[config.mk]
export PLATFORM = sky130hd
export DESIGN_NAME = btm_cell
export DESIGN_NICKNAME = d
export VERILOG_FILES = /design/src/sv/assert_macros.svh /design/src/sv/btm_pkg.sv /design/src/sv/btm_cell.sv
export SDC_FILE = /design/constraint.sdc
export NUM_CORES = 1
export LEC_CHECK = 0
export BUFFER_PORTS_ARGS = -buffer_cell sky130_fd_sc_hd__buf_2
export CELL_PAD_IN_SITES_DETAIL_PLACEMENT = 0
export CELL_PAD_IN_SITES_GLOBAL_PLACEMENT = 1
export CORE_ASPECT_RATIO = 0.5
export CORE_MARGIN = 2
export CORE_UTILIZATION = 31
export CTS_CLUSTER_DIAMETER = 80
export CTS_CLUSTER_SIZE = 24
export DETAILED_ROUTE_END_ITERATION = 16
export PLACE_DENSITY_LB_ADDON = 0.05
export SLEW_MARGIN = 30
export SYNTH_ARGS = -nofsm -noshare
export SYNTH_HDL_FRONTEND = slang
export SYNTH_SLANG_ARGS = --single-unit
[constraint.sdc]
create_clock -name clk -period 2.7 [get_ports clk]
set_input_delay 0.54 -clock clk [delete_from_list [all_inputs] [get_ports clk]]
set_output_delay 0.54 -clock clk [all_outputs]
set_load 0.01 [all_outputs]
[src/sv/assert_macros.svh]
// ----------------------------------------------------------------------------
// assert_macros.svh
// Shared assertion macros for the blob track matcher.
// ----------------------------------------------------------------------------
`ifndef ASSERT_MACROS_SVH
`define ASSERT_MACROS_SVH

// Condition that must hold at every clock edge outside reset.
`define BTM_ASSERT(lbl, cond) \
  lbl: assert property (@(posedge clk) disable iff (rst) (cond)) \
    else $error("assertion failed");

// Condition that must hold in the cycle after a trigger.
`define BTM_ASSERT_NEXT(lbl, pre, post) \
  lbl: assert property (@(posedge clk) disable iff (rst) (pre) |=> (post)) \
    else $error("assertion failed");

`endif

[src/sv/btm_pkg.sv]
// ----------------------------------------------------------------------------
// btm_pkg
// Types, sizes and codes shared by the blob track matcher.
// ----------------------------------------------------------------------------
package btm_pkg;

  localparam int MAX_TRACKS = 64;
  localparam int MAX_FB     = 32;
  localparam int COORD_W    = 10;
  localparam int TRK_IDX_W  = $clog2(MAX_TRACKS);
  localparam int TRK_CNT_W  = $clog2(MAX_TRACKS + 1);
  localparam int STEP_W     = $clog2(MAX_TRACKS + 2);
  localparam int FB_IDX_W   = (MAX_FB > 1) ? $clog2(MAX_FB) : 1;
  localparam int FB_CNT_W   = $clog2(MAX_FB + 1);
  localparam int DIST_W     = 2 * COORD_W;
  localparam int SUM_W      = DIST_W + 1;
  localparam int REG_W      = 10;
  localparam int CFG_IDX_W  = 3;

  localparam logic [1:0] CMD_LOAD  = 2'd0;
  localparam logic [1:0] CMD_AGE   = 2'd1;
  localparam logic [1:0] CMD_EMPTY = 2'd2;

  localparam logic [2:0] ST_DROP  = 3'd0;
  localparam logic [2:0] ST_MATCH = 3'd1;
  localparam logic [2:0] ST_NEW   = 3'd2;
  localparam logic [2:0] ST_FULL  = 3'd3;
  localparam logic [2:0] ST_EMPTY = 3'd4;

  localparam logic [CFG_IDX_W-1:0] REG_TOL  = 3'd0;
  localparam logic [CFG_IDX_W-1:0] REG_MINX = 3'd1;
  localparam logic [CFG_IDX_W-1:0] REG_MINY = 3'd2;
  localparam logic [CFG_IDX_W-1:0] REG_MAXX = 3'd3;
  localparam logic [CFG_IDX_W-1:0] REG_MAXY = 3'd4;

  typedef logic [2:0] bc_op_t;
  localparam bc_op_t BC_NONE   = 3'd0;
  localparam bc_op_t BC_FRAME  = 3'd1;
  localparam bc_op_t BC_AGE    = 3'd2;
  localparam bc_op_t BC_SEEN   = 3'd3;
  localparam bc_op_t BC_MATCH  = 3'd4;
  localparam bc_op_t BC_CREATE = 3'd5;

  typedef struct packed {
    logic [COORD_W-1:0] first_x;
    logic [COORD_W-1:0] first_y;
    logic [COORD_W-1:0] recent_x;
    logic [COORD_W-1:0] recent_y;
    logic               hist;
    logic               active;
    logic               seen;
    logic [DIST_W-1:0]  best;
  } trk_t;

  typedef struct packed {
    bc_op_t               op;
    logic [TRK_IDX_W-1:0] idx;
    logic [COORD_W-1:0]   cx;
    logic [COORD_W-1:0]   cy;
    logic [DIST_W-1:0]    tol2;
  } bcast_t;

  typedef struct packed {
    logic                 has_cand;
    logic                 visible;
    logic [TRK_IDX_W-1:0] cand;
  } scan_res_t;

endpackage

[src/sv/btm_cell.sv]
// ----------------------------------------------------------------------------
// btm_cell
// One track slot of the ring: shifts to its neighbor or applies a broadcast.
// ----------------------------------------------------------------------------
module btm_cell (
  input  logic                            clk,
  input  logic                            rst,
  input  logic [btm_pkg::TRK_IDX_W-1:0]   cell_idx,
  input  logic                            shift,
  input  btm_pkg::trk_t                   rec_in,
  input  btm_pkg::bcast_t                 bc,
  output btm_pkg::trk_t                   rec
);
  import btm_pkg::*;

  logic hit;
  assign hit = (bc.idx == cell_idx);

  always_ff @(posedge clk) begin
    if (rst) begin
      rec.hist   <= 1'b0;
      rec.active <= 1'b0;
      rec.seen   <= 1'b0;
    end else if (shift) begin
      rec <= rec_in;
    end else begin
      case (bc.op)
        BC_FRAME: begin
          rec.best <= bc.tol2;
          rec.seen <= 1'b0;
        end
        BC_AGE:   rec.active <= rec.active & rec.seen;
        BC_SEEN:  if (hit) rec.seen <= 1'b1;
        BC_MATCH: begin
          if (hit) begin
            rec.recent_x <= bc.cx;
            rec.recent_y <= bc.cy;
            rec.hist     <= 1'b1;
          end
        end
        BC_CREATE: begin
          if (hit) begin
            rec.first_x  <= bc.cx;
            rec.first_y  <= bc.cy;
            rec.recent_x <= '0;
            rec.recent_y <= '0;
            rec.best     <= bc.tol2;
            rec.hist     <= 1'b0;
            rec.active   <= 1'b1;
            rec.seen     <= 1'b1;
          end
        end
        default: ;
      endcase
    end
  end

endmodule

* Word-level counts from Yosys, hierarchy flattened
Index checks and enable logic that the tools add are counted.
** Operators by class
- Multipliers :: 0
- Add/subtract/negate cells :: 0
- Eq/ne operators :: 9
- Mux-type cells :: 9
- Order comparisons :: 0
- Bitwise logic cells :: 2
- Shift-type cells :: 0
- Reduce and logical (&&, ||, !) cells :: 12
- Div/mod/pow operators :: 0
** Operator list (count)
- 63-bit 2-to-1 mux :: 2
- 21-bit one-hot mux with 2 select lines :: 1
- 20-bit one-hot mux with 2 select lines :: 1
- 21-bit 2-to-1 mux :: 1
- 20-bit 2-to-1 mux :: 1
- 3-bit AND reduction :: 4
- 3-bit != test (second input constant) :: 3
- 3-bit nonzero test :: 3
- 3-bit by 2-bit equality test with 1-bit output (second input constant) :: 2
- 3-bit equality test (second input constant) :: 2
- 6-bit equality test :: 1
- 4-bit AND reduction :: 1
- 2-bit nonzero test :: 2
- 4-bit nonzero test :: 1
- 3-bit by 1-bit equality test with 1-bit output (second input constant) :: 1
- 1-bit one-hot mux with 3 select lines :: 1
- 1-bit one-hot mux with 2 select lines :: 1
- 2-bit AND reduction :: 1
- 1-bit bitwise AND :: 1
- 1-bit 2-to-1 mux :: 1
- 1-bit inverter :: 1
** Storage, ports and cells
- Bits in writable memories :: 0
- Memories kept :: 0
- Bits in latches :: 0
- Logic and storage cells :: 40
- Bits in registers :: 63
- Output and inout bits :: 63
- Input port bits :: 121
- ROM bits :: 0

* Logic depth before layout (Yosys ltp)
- Depth in word-level cells :: 4
- Depth in mapped cells :: 5
- Depth with buffers taken out :: 5

* Worst setup path before layout
OpenSTA, ideal clock, no wires.
- Kind :: input -> register
- From :: in cell_idx[4] (netlist bit)
- To :: reg rec[23] (netlist bit) (enable)
- Setup time :: 0.397 ns
- Data arrival time :: 2.029 ns
- Slack :: 0.274 ns
- Stages on the path :: 5
- Data required time :: 2.303 ns
- Path buffers :: 0
- Cell sequence :: xnor2_1 nand4_2 nor2_1 a21oi_1 nor2_1
** Between the ends
- Longest elaborated chain between the ends :: 3
- Elaborated cells on any way between the ends :: 4
- Those cells by class :: eq/ne: 3; reduce/logical: 1
** RTL lines
- start: declaration :: line btm_cell.sv:8 : input logic [btm_pkg::TRK_IDX_W-1:0] cell_idx,
- 6-bit equality test (*) :: line btm_cell.sv:17 : assign hit = (bc.idx == cell_idx);
- 3-bit != test (no source line)
- 4-bit AND reduction (no source line) (*)
- end signal: assignment :: line btm_cell.sv:25 : rec <= rec_in;
- end: declaration :: line btm_cell.sv:12 : output btm_pkg::trk_t rec
Mark *: on every way between the ends. The rest lies on a longest branch, timed or not.
A chain may end at the register's enable or synchronous reset.

* Worst setup path after layout
Ends and elaborated chain as after synthesis.

==> metrics.yaml <==
run_status:
  status: "complete, no violations"
timing:
  setup_viol: 0
  finalCritPeriodShare: 0.670
  maxSlewHeadroom: 0.733
  min_period_ps: 1810
  hold_viol: 0
  fmax_ghz: 0.552
  worstMarginPinSlew_ps: 400
  finClkSkew_ps: 2.56
  whs_ps: 489
  fin_tns_setup_ps: 0
  finalMaxSlewViolations: 0
  grt_setup_unrepaired: "false"
pwr:
  power_density_nw_per_um2: 649
  power_mw: 2.77
  vdd_drop_max_mv: 0.328
  leakage_nw: 1.90
logic_synthesis:
  synthMuxAreaShare: 0.161
  ys_seq_area_frac: 0.650
  synth_compound_area_frac: 0.0672
  yosys.area_share.simple: 0.0825
  ys_types: 23
  ys_seq_elements: 63
  yosys-top-cells-count: "edfxtp_1, nand2_1, mux2_2, o21ai_0"
  synthCells: 214
  synth_flop_cell: "edfxtp_1"
  synthArstFlopShare: 0
  synth_edf_count: 60
  yosysWarnings: 0
  yosysMostFrequentCell: "edfxtp_1"
  synth_top_area_frac: 0.629
  syn-num-nets: 335
  syn-cell-area_sq_um: 2870
  syn_avg_cell_area_sq_um: 13.4
  synth_area_leaders: "edfxtp_1, mux2_2, nand2_1, o21ai_0, dfxtp_1"
  synth_fa_ha_area_frac: 0
  synth_top_family_by_area: "multiplexers"
  synth_top_cell_by_area: "edfxtp_1"
  synth_xor_area_frac: 0.0183
grt:
  grt_max_degree: 57
  grt_pass1_vias: 2397
  overflow: 0
  grt_antenna_before_repair: 0
  grt_pass1_wl_mm: 11.5
  track_usage: 0.148
worst_hold_path:
  worst_hold_startpoint: "rec_in[37]"
  hold_path_class: "in -> reg"
  holdPathStages: 3
  min_to: "rec[37]"
drt:
  drt-initial-drc-count: 74
  wirelength_mm: 7.45
  wl_per_cell_um: 14.2
  vias: 2316
  drc: 0
  dr.pass1.iters: 4
  via_per_inst: 4.41
  detail-route-antenna-nets: 0
clocking:
  cts_sinks: 63
  cts_tree: "yes"
  cts_buffer_depth: 2
  clock_latency_ps: 330
  htreeDepth: 3
  clk_pin_slew_ps: 50
  post_cts_resized: 0
  root_buffer: "clkbuf_16"
  cts_buffers: 9
  postCtsHoldBufs: 0
  cts_setup_buffers: 0
worst_setup_path:
  r2r_cells: 4
  worstReg2RegEnd: "rec[21]"
  r2r_start: "rec[21]"
  path_class: "in -> reg"
  arrival_ps: 1850
  crit_required_ps: 2740
  cp-start-kind: "primary input"
  rrSetupSlack_ps: 1850
  critPathMaxFanout: 16
  end_kind: "flop"
final_layout:
  layout.nets: 524
  post_route_cells_drive_above_1_share: 0.613
  fillers: 807
  area_growth_syn_to_layout_pct: 49.0
  antennaDiodeCount: 0
  fin_cells: 525
  multi_input_area_sq_um: 947
  regArea_sq_um: 1860
  largest_reg_flops: 63
  finish.instance_area_sq_um: 4270
  regMostFlops: "rec"
  reg.largest.list: "rec: 63 flops"
placement:
  port_buffers: 183
  dpl.cell_count: 509
  routabilityCongestion: 0.764
  placed_area_sq_um: 3960
  dp_hpwl_mm: 5.77
floorplanning:
  dieArea_sq_um: 10100
  fp-row-count: 24
  die_h_um: 72.0
  start_util: 0.325
  num_io_pins: 184
  fp.coreArea_sq_um: 8830
  die_width_um: 140
flow_run:
  drv_cap: 0
==> cell usage in the layout, fill, tap and decap left out, types with 2 or more instances in the layout <==
cell / instances
nand2_1: 44
nor3_1: 2
nor2_2: 2
bufinv_16: 2
dfxtp_1: 3
buf_4: 5
a21oi_1: 5
o21ai_0: 22
clkinv_2: 3
clkbuf_16: 9
xnor2_1: 6
edfxtp_1: 60
mux2_2: 40
inv_1: 2
nor2_1: 5
buf_2: 183
buf_12: 2
==> power by group <==
| group | leakage [nW] | internal [mW] | switching, mW | total (mW) |
|---|---|---|---|---|
| registers | 0.584 | 1.16 | 0.0184 | 1.18 |
| logic | 1.16 | 0.186 | 0.184 | 0.370 |
| clock network | 0.157 | 0.806 | 0.414 | 1.22 |
==> per-layer routing <==
layer  track usage  part of all wire  vias up
li1              -                 -     1167
met1         0.171              0.41     1026
met2         0.247              0.47      111
met3        0.0713             0.099       12
met4        0.0511             0.015        0
met5             0                 0        -
==> worst max-delay path, cell delays in order <==
cell,delay (ps)
buf_2,100
xnor2_1,180
nand4_2,180
nor2_1,230
a21oi_1,110
nor2_2,290
buf_12,200
==> worst max-delay path by stage <==
stage                start  endpoint  depth (start not counted)
3_3_place_gp   cell_idx[4]   rec[23]                          7
3_5_place_dp   cell_idx[4]   rec[24]                          7
6_report       cell_idx[4]   rec[23]                          7
2_1_floorplan  cell_idx[4]   rec[23]                          5
5_1_grt        cell_idx[0]   rec[40]                          7
4_1_cts        cell_idx[4]   rec[40]                          7
==> cell type report <==
type / count / share of cell area
Timing Repair Buffer: 190 / 0.233
Sequential cell: 63 / 0.436
Multi-Input combinational cell: 137 / 0.222
Tap cell: 117 / 0.0343
Clock inverter: 6 / 0.0196
Clock buffer: 10 / 0.0536
Inverter: 2 / 0.00176
==> metrics by stage <==
| step | setup slack (ps) | util |
|---|---|---|
| floorplan | 274 | - |
| global placement | 575 | 0.448 |
| detailed placement | 514 | 0.448 |
| CTS | 879 | 0.484 |
| global route | 735 | 0.484 |
| finish | 890 | 0.484 |
==> cells by family after synthesis <==
logic type      count (synthesis)
buf+inv                        14
flops                          63
compound gates                 33
mux                            41
simple gates                   57
xor+xnor                        6
Power figures use the tool's default switching activity.
