==> config.mk <==
export PLATFORM = sky130hd
export DESIGN_NAME = btm_dist
export DESIGN_NICKNAME = d
export VERILOG_FILES = /design/src/sv/assert_macros.svh /design/src/sv/btm_pkg.sv /design/src/sv/btm_dist.sv
export SDC_FILE = /design/constraint.sdc
export NUM_CORES = 1
export LEC_CHECK = 0
export ABC_AREA = 1
export BUFFER_PORTS_ARGS = -buffer_cell sky130_fd_sc_hd__buf_2
export CORE_AREA = 2 2 240 183
export CTS_CLUSTER_DIAMETER = 120
export DETAILED_ROUTE_END_ITERATION = 8
export DIE_AREA = 0 0 242 185
export GPL_TIMING_DRIVEN = 0
export HOLD_SLACK_MARGIN = 0.08
export PLACE_DENSITY = 0.75
export RECOVER_POWER = 50
export SETUP_SLACK_MARGIN = 0.3
export SLEW_MARGIN = 5
export SYNTH_ARGS = -nofsm -noshare
export SYNTH_HDL_FRONTEND = slang
export SYNTH_SLANG_ARGS = --single-unit
==> constraint.sdc <==
create_clock -name clk -period 6.8 [get_ports clk]
set_clock_uncertainty 0.2 [all_clocks]
set_input_delay 1.7 -clock clk [delete_from_list [all_inputs] [get_ports clk]]
set_output_delay 1.7 -clock clk [all_outputs]
set_load 0.02 [all_outputs]
==> src/sv/assert_macros.svh <==
// ----------------------------------------------------------------------------
// assert_macros.svh
// Shared assertion macros for the blob track matcher.
// ----------------------------------------------------------------------------
`ifndef ASSERT_MACROS_SVH
`define ASSERT_MACROS_SVH

// Condition that must hold at every clock edge outside reset.
`define BTM_ASSERT(lbl, cond) \
  lbl: assert property (@(posedge clk) disable iff (rst) (cond)) \
    else $error("assertion failed");

// Condition that must hold in the cycle after a trigger.
`define BTM_ASSERT_NEXT(lbl, pre, post) \
  lbl: assert property (@(posedge clk) disable iff (rst) (pre) |=> (post)) \
    else $error("assertion failed");

`endif

==> src/sv/btm_pkg.sv <==
// ----------------------------------------------------------------------------
// btm_pkg
// Types, sizes and codes shared by the blob track matcher.
// ----------------------------------------------------------------------------
package btm_pkg;

  localparam int MAX_TRACKS = 64;
  localparam int MAX_FB     = 32;
  localparam int COORD_W    = 10;
  localparam int TRK_IDX_W  = $clog2(MAX_TRACKS);
  localparam int TRK_CNT_W  = $clog2(MAX_TRACKS + 1);
  localparam int STEP_W     = $clog2(MAX_TRACKS + 2);
  localparam int FB_IDX_W   = (MAX_FB > 1) ? $clog2(MAX_FB) : 1;
  localparam int FB_CNT_W   = $clog2(MAX_FB + 1);
  localparam int DIST_W     = 2 * COORD_W;
  localparam int SUM_W      = DIST_W + 1;
  localparam int REG_W      = 10;
  localparam int CFG_IDX_W  = 3;

  localparam logic [1:0] CMD_LOAD  = 2'd0;
  localparam logic [1:0] CMD_AGE   = 2'd1;
  localparam logic [1:0] CMD_EMPTY = 2'd2;

  localparam logic [2:0] ST_DROP  = 3'd0;
  localparam logic [2:0] ST_MATCH = 3'd1;
  localparam logic [2:0] ST_NEW   = 3'd2;
  localparam logic [2:0] ST_FULL  = 3'd3;
  localparam logic [2:0] ST_EMPTY = 3'd4;

  localparam logic [CFG_IDX_W-1:0] REG_TOL  = 3'd0;
  localparam logic [CFG_IDX_W-1:0] REG_MINX = 3'd1;
  localparam logic [CFG_IDX_W-1:0] REG_MINY = 3'd2;
  localparam logic [CFG_IDX_W-1:0] REG_MAXX = 3'd3;
  localparam logic [CFG_IDX_W-1:0] REG_MAXY = 3'd4;

  typedef logic [2:0] bc_op_t;
  localparam bc_op_t BC_NONE   = 3'd0;
  localparam bc_op_t BC_FRAME  = 3'd1;
  localparam bc_op_t BC_AGE    = 3'd2;
  localparam bc_op_t BC_SEEN   = 3'd3;
  localparam bc_op_t BC_MATCH  = 3'd4;
  localparam bc_op_t BC_CREATE = 3'd5;

  typedef struct packed {
    logic [COORD_W-1:0] first_x;
    logic [COORD_W-1:0] first_y;
    logic [COORD_W-1:0] recent_x;
    logic [COORD_W-1:0] recent_y;
    logic               hist;
    logic               active;
    logic               seen;
    logic [DIST_W-1:0]  best;
  } trk_t;

  typedef struct packed {
    bc_op_t               op;
    logic [TRK_IDX_W-1:0] idx;
    logic [COORD_W-1:0]   cx;
    logic [COORD_W-1:0]   cy;
    logic [DIST_W-1:0]    tol2;
  } bcast_t;

  typedef struct packed {
    logic                 has_cand;
    logic                 visible;
    logic [TRK_IDX_W-1:0] cand;
  } scan_res_t;

endpackage

==> src/sv/btm_dist.sv <==
// ----------------------------------------------------------------------------
// btm_dist
// Distance stages at the head of the ring and the per-blob running search.
// ----------------------------------------------------------------------------
module btm_dist (
  input  logic                            clk,
  input  logic                            rst,
  input  logic                            shift,
  input  logic                            start,
  input  logic                            eval,
  input  logic [btm_pkg::TRK_IDX_W-1:0]   idx,
  input  logic [btm_pkg::COORD_W-1:0]     cx,
  input  logic [btm_pkg::COORD_W-1:0]     cy,
  input  logic [btm_pkg::DIST_W-1:0]      tol2,
  input  btm_pkg::trk_t                   rec_in,
  output btm_pkg::trk_t                   rec_out,
  output btm_pkg::scan_res_t              res
);
  import btm_pkg::*;

  trk_t               p1_rec;
  trk_t               p2_rec;
  logic [COORD_W-1:0] adx_f, ady_f, adx_r, ady_r;
  logic [SUM_W-1:0]   d_f, d_r;
  logic [DIST_W-1:0]  sq_xf, sq_yf, sq_xr, sq_yr;
  logic [SUM_W-1:0]   d_sel;
  logic               in_tol, not_worse, better, hit;
  logic [DIST_W-1:0]  run_best;

  function automatic logic [COORD_W-1:0] absdiff(input logic [COORD_W-1:0] a,
                                                 input logic [COORD_W-1:0] b);
    absdiff = (a > b) ? (a - b) : (b - a);
  endfunction

  always_ff @(posedge clk) begin
    if (shift) begin
      p1_rec <= rec_in;
      adx_f  <= absdiff(cx, rec_in.first_x);
      ady_f  <= absdiff(cy, rec_in.first_y);
      adx_r  <= absdiff(cx, rec_in.recent_x);
      ady_r  <= absdiff(cy, rec_in.recent_y);
      p2_rec <= p1_rec;
      d_f    <= {1'b0, sq_xf} + {1'b0, sq_yf};
      d_r    <= {1'b0, sq_xr} + {1'b0, sq_yr};
    end
  end

  assign sq_xf = DIST_W'(adx_f) * DIST_W'(adx_f);
  assign sq_yf = DIST_W'(ady_f) * DIST_W'(ady_f);
  assign sq_xr = DIST_W'(adx_r) * DIST_W'(adx_r);
  assign sq_yr = DIST_W'(ady_r) * DIST_W'(ady_r);

  always_comb begin
    d_sel     = (p2_rec.hist && (d_r < d_f)) ? d_r : d_f;
    in_tol    = (d_sel <= {1'b0, tol2});
    not_worse = (d_sel <= {1'b0, p2_rec.best});
    better    = ({1'b0, run_best} > d_sel);
    hit       = eval && p2_rec.active && in_tol;
    rec_out   = p2_rec;
    if (hit && not_worse && better) begin
      rec_out.best = d_sel[DIST_W-1:0];
    end
  end

  always_ff @(posedge clk) begin
    if (rst) begin
      res.has_cand <= 1'b0;
      res.visible  <= 1'b1;
    end else if (start) begin
      res.has_cand <= 1'b0;
      res.visible  <= 1'b1;
      run_best     <= tol2;
    end else if (shift && hit) begin
      if (!not_worse) begin
        res.visible <= 1'b0;
      end else if (better) begin
        res.has_cand <= 1'b1;
        run_best     <= d_sel[DIST_W-1:0];
        res.cand     <= idx;
      end
    end
  end

endmodule

[Word-level counts from Yosys, hierarchy flattened]
Cells that the tools add are included.
Storage, ports and cells
  register bits: 236
  bits of input ports: 114
  output and inout bits: 71
  logic and storage cells: 75
Cells by class
  add/subtract/negate cells: 10
  $mul: 4
  $lt $le $gt $ge: 8
  multiplexer cells: 10
  bitwise logic cells: 3
  reductions and logical operators: 14
Operators by type and width (number)
  $mux 20: 5
  $mul 10x10->20: 4
  $sub 10x10->10: 8
  $add 20x20->21: 2
  $le 21x20->1: 2
  $gt 10x10->1: 4
  $mux 10: 4
  $gt 20x21->1: 1
  $lt 21x21->1: 1
  $mux 21: 1
  $logic_and 1x1->1: 6
  $reduce_bool 2->1: 3
  $reduce_and 5->1: 1
  $reduce_and 4->1: 1
  $not 1->1: 3
  $reduce_and 3->1: 1
  $reduce_and 2->1: 1
  $reduce_or 2->1: 1

[Longest topological paths before layout]
  word-level depth: 8
  depth in mapped cells: 34
  depth with buffers taken out: 31

[Least setup slack after synthesis]
OpenSTA, ideal clock, no wires.
  kind: reg-to-reg
  start point: register adx_f[2]
  end point: register d_f[17], data pin
  setup time: 265 ps
  data arrival time: 5675 ps
  data required time: 6335 ps
  path slack: 660 ps
  cell stages (with the launch flop): 24
  path buffers: 1
  cells stage by stage: edfxtp_1 -> clkbuf_1 -> nand2_1 -> inv_1 -> fa_1 -> inv_1 -> fa_1 -> inv_1 -> fa_1 -> fa_1 -> fa_1 -> fa_1 -> inv_1 -> fa_1 -> inv_1 -> ha_1 -> nand2_1 -> nor2_1 -> nand2_1 -> o211ai_1 -> o21bai_1 -> a21oi_1 -> o21ai_0 -> xor2_1
On the way
  longest elaborated chain between the ends: 2
RTL lines
  from (decl): line btm_dist.sv:23  | logic [COORD_W-1:0] adx_f, ady_f, adx_r, ady_r;
  from (signal assigned): line btm_dist.sv:38  | adx_f <= absdiff(cx, rec_in.first_x);
  $mul 10x10->20: line btm_dist.sv:48  | assign sq_xf = DIST_W'(adx_f) * DIST_W'(adx_f);
  $add 20x20->21: line btm_dist.sv:43  | d_f <= {1'b0, sq_xf} + {1'b0, sq_yf};
  to (signal assigned): line btm_dist.sv:43
  to (decl): line btm_dist.sv:24  | logic [SUM_W-1:0] d_f, d_r;
Every way passes these cells.
A chain may end at the register's enable or synchronous reset.

==> flow_summary.toml <==
[finish]
nets = 3705
regArea_sq_mm = 0.007067
multiInputGateArea_sq_mm = 0.01562
area_delta_synth_final_pct = 15.30
layout-drive-gt1-share = 0.1602
design_area_sq_mm = 0.02908
fillerInstances = 3393

[clock_tree]
clock-sinks = 236
cts_tree = "built"
clkTransAtPathRegs_ns = 0.06
cts_made_buffers = 26
worstSkewPairLatency_ns = 0.55
root_buffer = "clkbuf_16"
clk_path_buf_depth = 3
hold_buffers = 0
htreeDepth = 1

[synth]
yosysMostFrequentCell = "inv_1"
synthesis.area_sq_mm = 0.02522
synth_top_area_cell = "edfxtp_1"
ys_types = 50
async_flop_share = 0
synth-seq-area-share = 0.2802
synth-seq-cells = 236
syn_nets = 3440
synth.avg_cell_area_sq_um = 9.239
ys_top_cells_by_count = "674 x inv_1, 518 x nand2_1, 329 x ha_1"
synth_top_area_share = 0.2786
synth-edff-count = 234
synth_flop_cell = "edfxtp_1"
yosysWarnings = 0
synthTopCellsByArea = "edfxtp_1 28%, fa_1 21%, ha_1 16%"
synthCells = 2730

[drt]
routed_wl_um = 59860
drt_iter0_markers = 1233
vias = 18860
ant_nets = 0
vias_per_cell = 5.245
drc_errors = 0
route.detailed.wl_per_inst_um = 16.65
drtPass1Iterations = 6

[worst_setup_path]
r2r-start = "ady_r[1]$_DFFE_PP_"
critPathMaxFanout = 6
worstReg2RegEnd = "d_r[13]$_DFFE_PP_"
critPathLaunchType = "flip-flop"
r2r_slack_ns = 0.47
critPathMostFrequentCell = "nand2_1"
cp.arrival_ns = 4.78
rr_worst_depth = 21
critPathMaxStageDelay_ns = 0.40
crit_type = "reg2out"
cpMaxStageDelayCell = "edfxtp_1"
cp-end-kind = "output pin"
required_ns = 4.90

[global_route]
antenna_found_initial = 2
grt_max_degree = 112
grt_pass1_vias = 19370
overflow = 0
grt_pass1_wl_um = 95360
grt_usage = 0.2653

[floorplan]
fp.dieW_um = 242
start_util = 0.5919
die_height_um = 185
rows = 66
coreArea_sq_mm = 0.04261
io-pin-count = 185
fp.dieArea_sq_mm = 0.04477

[hold_path]
hp-class = "reg2reg"
hold-path-endpoint = "rec_out[62]$_DFFE_PP_"
hp-start = "p1_rec[62]$_DFFE_PP_"
min_path_cells = 0

[placed_design]
dpl_cell_area_sq_mm = 0.02692
pre_cts_ws_ns = -0.05381
routabilityCongestion = 0.9385
hpwl_um = 47880
portBuffers = 184

[timing]
rsz0062_at_grt = "yes"
setup_violations = 0
tightest_slew_ns = 2.885
setup_ws_ns = 0.1245
min_period_ns = 6.676
finalCritPeriodShare = 0.9817
fin_tns_setup_ns = 0
drv_slew = 112
fmax_mhz = 149.8
hold_viol_final = 0
slew_headroom = -0.9232
worst_hold_slack_ns = 0.2172

[status]
status = "finished, violations left"
violations = "max-capacitance violations, max-slew violations"

[flow_run]
maxCapViolations = 1
## placed cells by master, fill, tap and decap left out, types with 7 or more instances in the layout
master | synthesis | layout
a21o_1 | 17 | 17
a21oi_1 | 127 | 116
a21oi_2 | 0 | 11
buf_2 | 6 | 140
buf_4 | 45 | 97
buf_6 | 1 | 17
clkbuf_1 | 52 | 62
clkbuf_16 | 0 | 32
clkbuf_2 | 2 | 13
edfxtp_1 | 234 | 234
fa_1 | 267 | 266
ha_1 | 329 | 313
ha_4 | 0 | 13
inv_1 | 674 | 658
inv_2 | 7 | 24
nand2_1 | 518 | 498
nand2_2 | 19 | 30
nand2_4 | 0 | 8
nand3_1 | 42 | 41
nor2_1 | 76 | 68
nor2_4 | 3 | 7
nor3_1 | 9 | 7
o21ai_0 | 89 | 64
o21ai_1 | 21 | 24
o21ai_2 | 15 | 20
o21ai_4 | 0 | 17
xnor2_1 | 25 | 25
xor2_1 | 77 | 77
## critical path, delay by kind of cell (launching register included)
| kind | cells | cell delay (ns) |
|---|---|---|
| AND/OR/NAND/NOR | 16 | 1.50 |
| AO/OA/AOI/OAI | 5 | 0.84 |
| buffers and inverters | 7 | 0.82 |
| adder cells (fa/ha/maj) | 2 | 0.63 |
| flip-flops | 1 | 0.40 |
## per-stage QoR
stage,instances,util
6_report,3595,0.6825
5_1_grt,3594,0.6824
3_3_place_gp,3492,0.6305
2_1_floorplan,2730,-
4_1_cts,3546,0.6574
3_5_place_dp,3494,0.6318
## cells by family (layout without fill, tap and decap cells)
kind of cell    Yosys count  count (layout)  synth area share
other cells               0               2                 0
buf+inv                 790            1074            0.1257
compound gates          311             311           0.07059
simple gates            690             691            0.1110
fa+ha+maj               596             596            0.3751
mux                       5               5          0.001984
flops                   236             236            0.2802
xor+xnor                102             102           0.03542
## how the worst max path moves through the flow
stage / endpoint / startpoint / cells past startpoint / slack (ns)
global route: rec_out[12] / d_r[2]$_DFFE_PP_ / 33 / -0.08
global placement: run_best[12]$_DFFE_PP_ / shift / 5 / -0.93
floorplan: d_f[17]$_DFFE_PP_ / adx_f[2]$_DFFE_PP_ / 23 / 0.66
detailed placement: d_f[17]$_DFFE_PP_ / adx_f[8]$_DFFE_PP_ / 21 / -0.05
CTS: d_f[17]$_DFFE_PP_ / adx_f[5]$_DFFE_PP_ / 23 / 0.30
finish: rec_out[12] / d_r[2]$_DFFE_PP_ / 30 / 0.12
## layer usage
| metal | routed length, um | share of wire | vias up | GRT usage |
|---|---|---|---|---|
| met5 | 0 | 0 | - | 0 |
| met4 | 1429 | 0.024 | 0 | 0.06025 |
| met3 | 3991 | 0.067 | 101 | 0.04506 |
| met2 | 28330 | 0.47 | 610 | 0.4455 |
| met1 | 26110 | 0.44 | 9164 | 0.3641 |
| li1 | - | - | 8980 | - |
## repair_timing
item | 4_1_cts | 5_1_grt
endpoints found under the setup margin | 33 | 39
gates resized for setup | 77 | 236
buffers inserted | 4 | 40
pin swaps | 1 | 55
gates cloned | 0 | 7
## cell type report
cell class / instances / share of cell area
Buffer: 107 / 0.02663
Clock inverter: 16 / 0.006454
Sequential cell: 236 / 0.2430
Antenna cell: 2 / 0.0001721
Tap cell: 578 / 0.02487
Inverter: 683 / 0.08824
Timing Repair Buffer: 236 / 0.04961
Clock buffer: 32 / 0.02388
Multi-Input combinational cell: 1705 / 0.5372
## registers in the layout, summed over array words and instances, names as in the netlist
name / cells
p2_rec: 20
ady_r: 10
res: 8
d_f: 21
run_best: 20
rec_out: 43
adx_f: 10
d_r: 21
adx_r: 10
p1_rec: 63
ady_f: 10
Power is not shown: default switching activity piles up to over one toggle a cycle in this logic, so the estimate is an artifact.
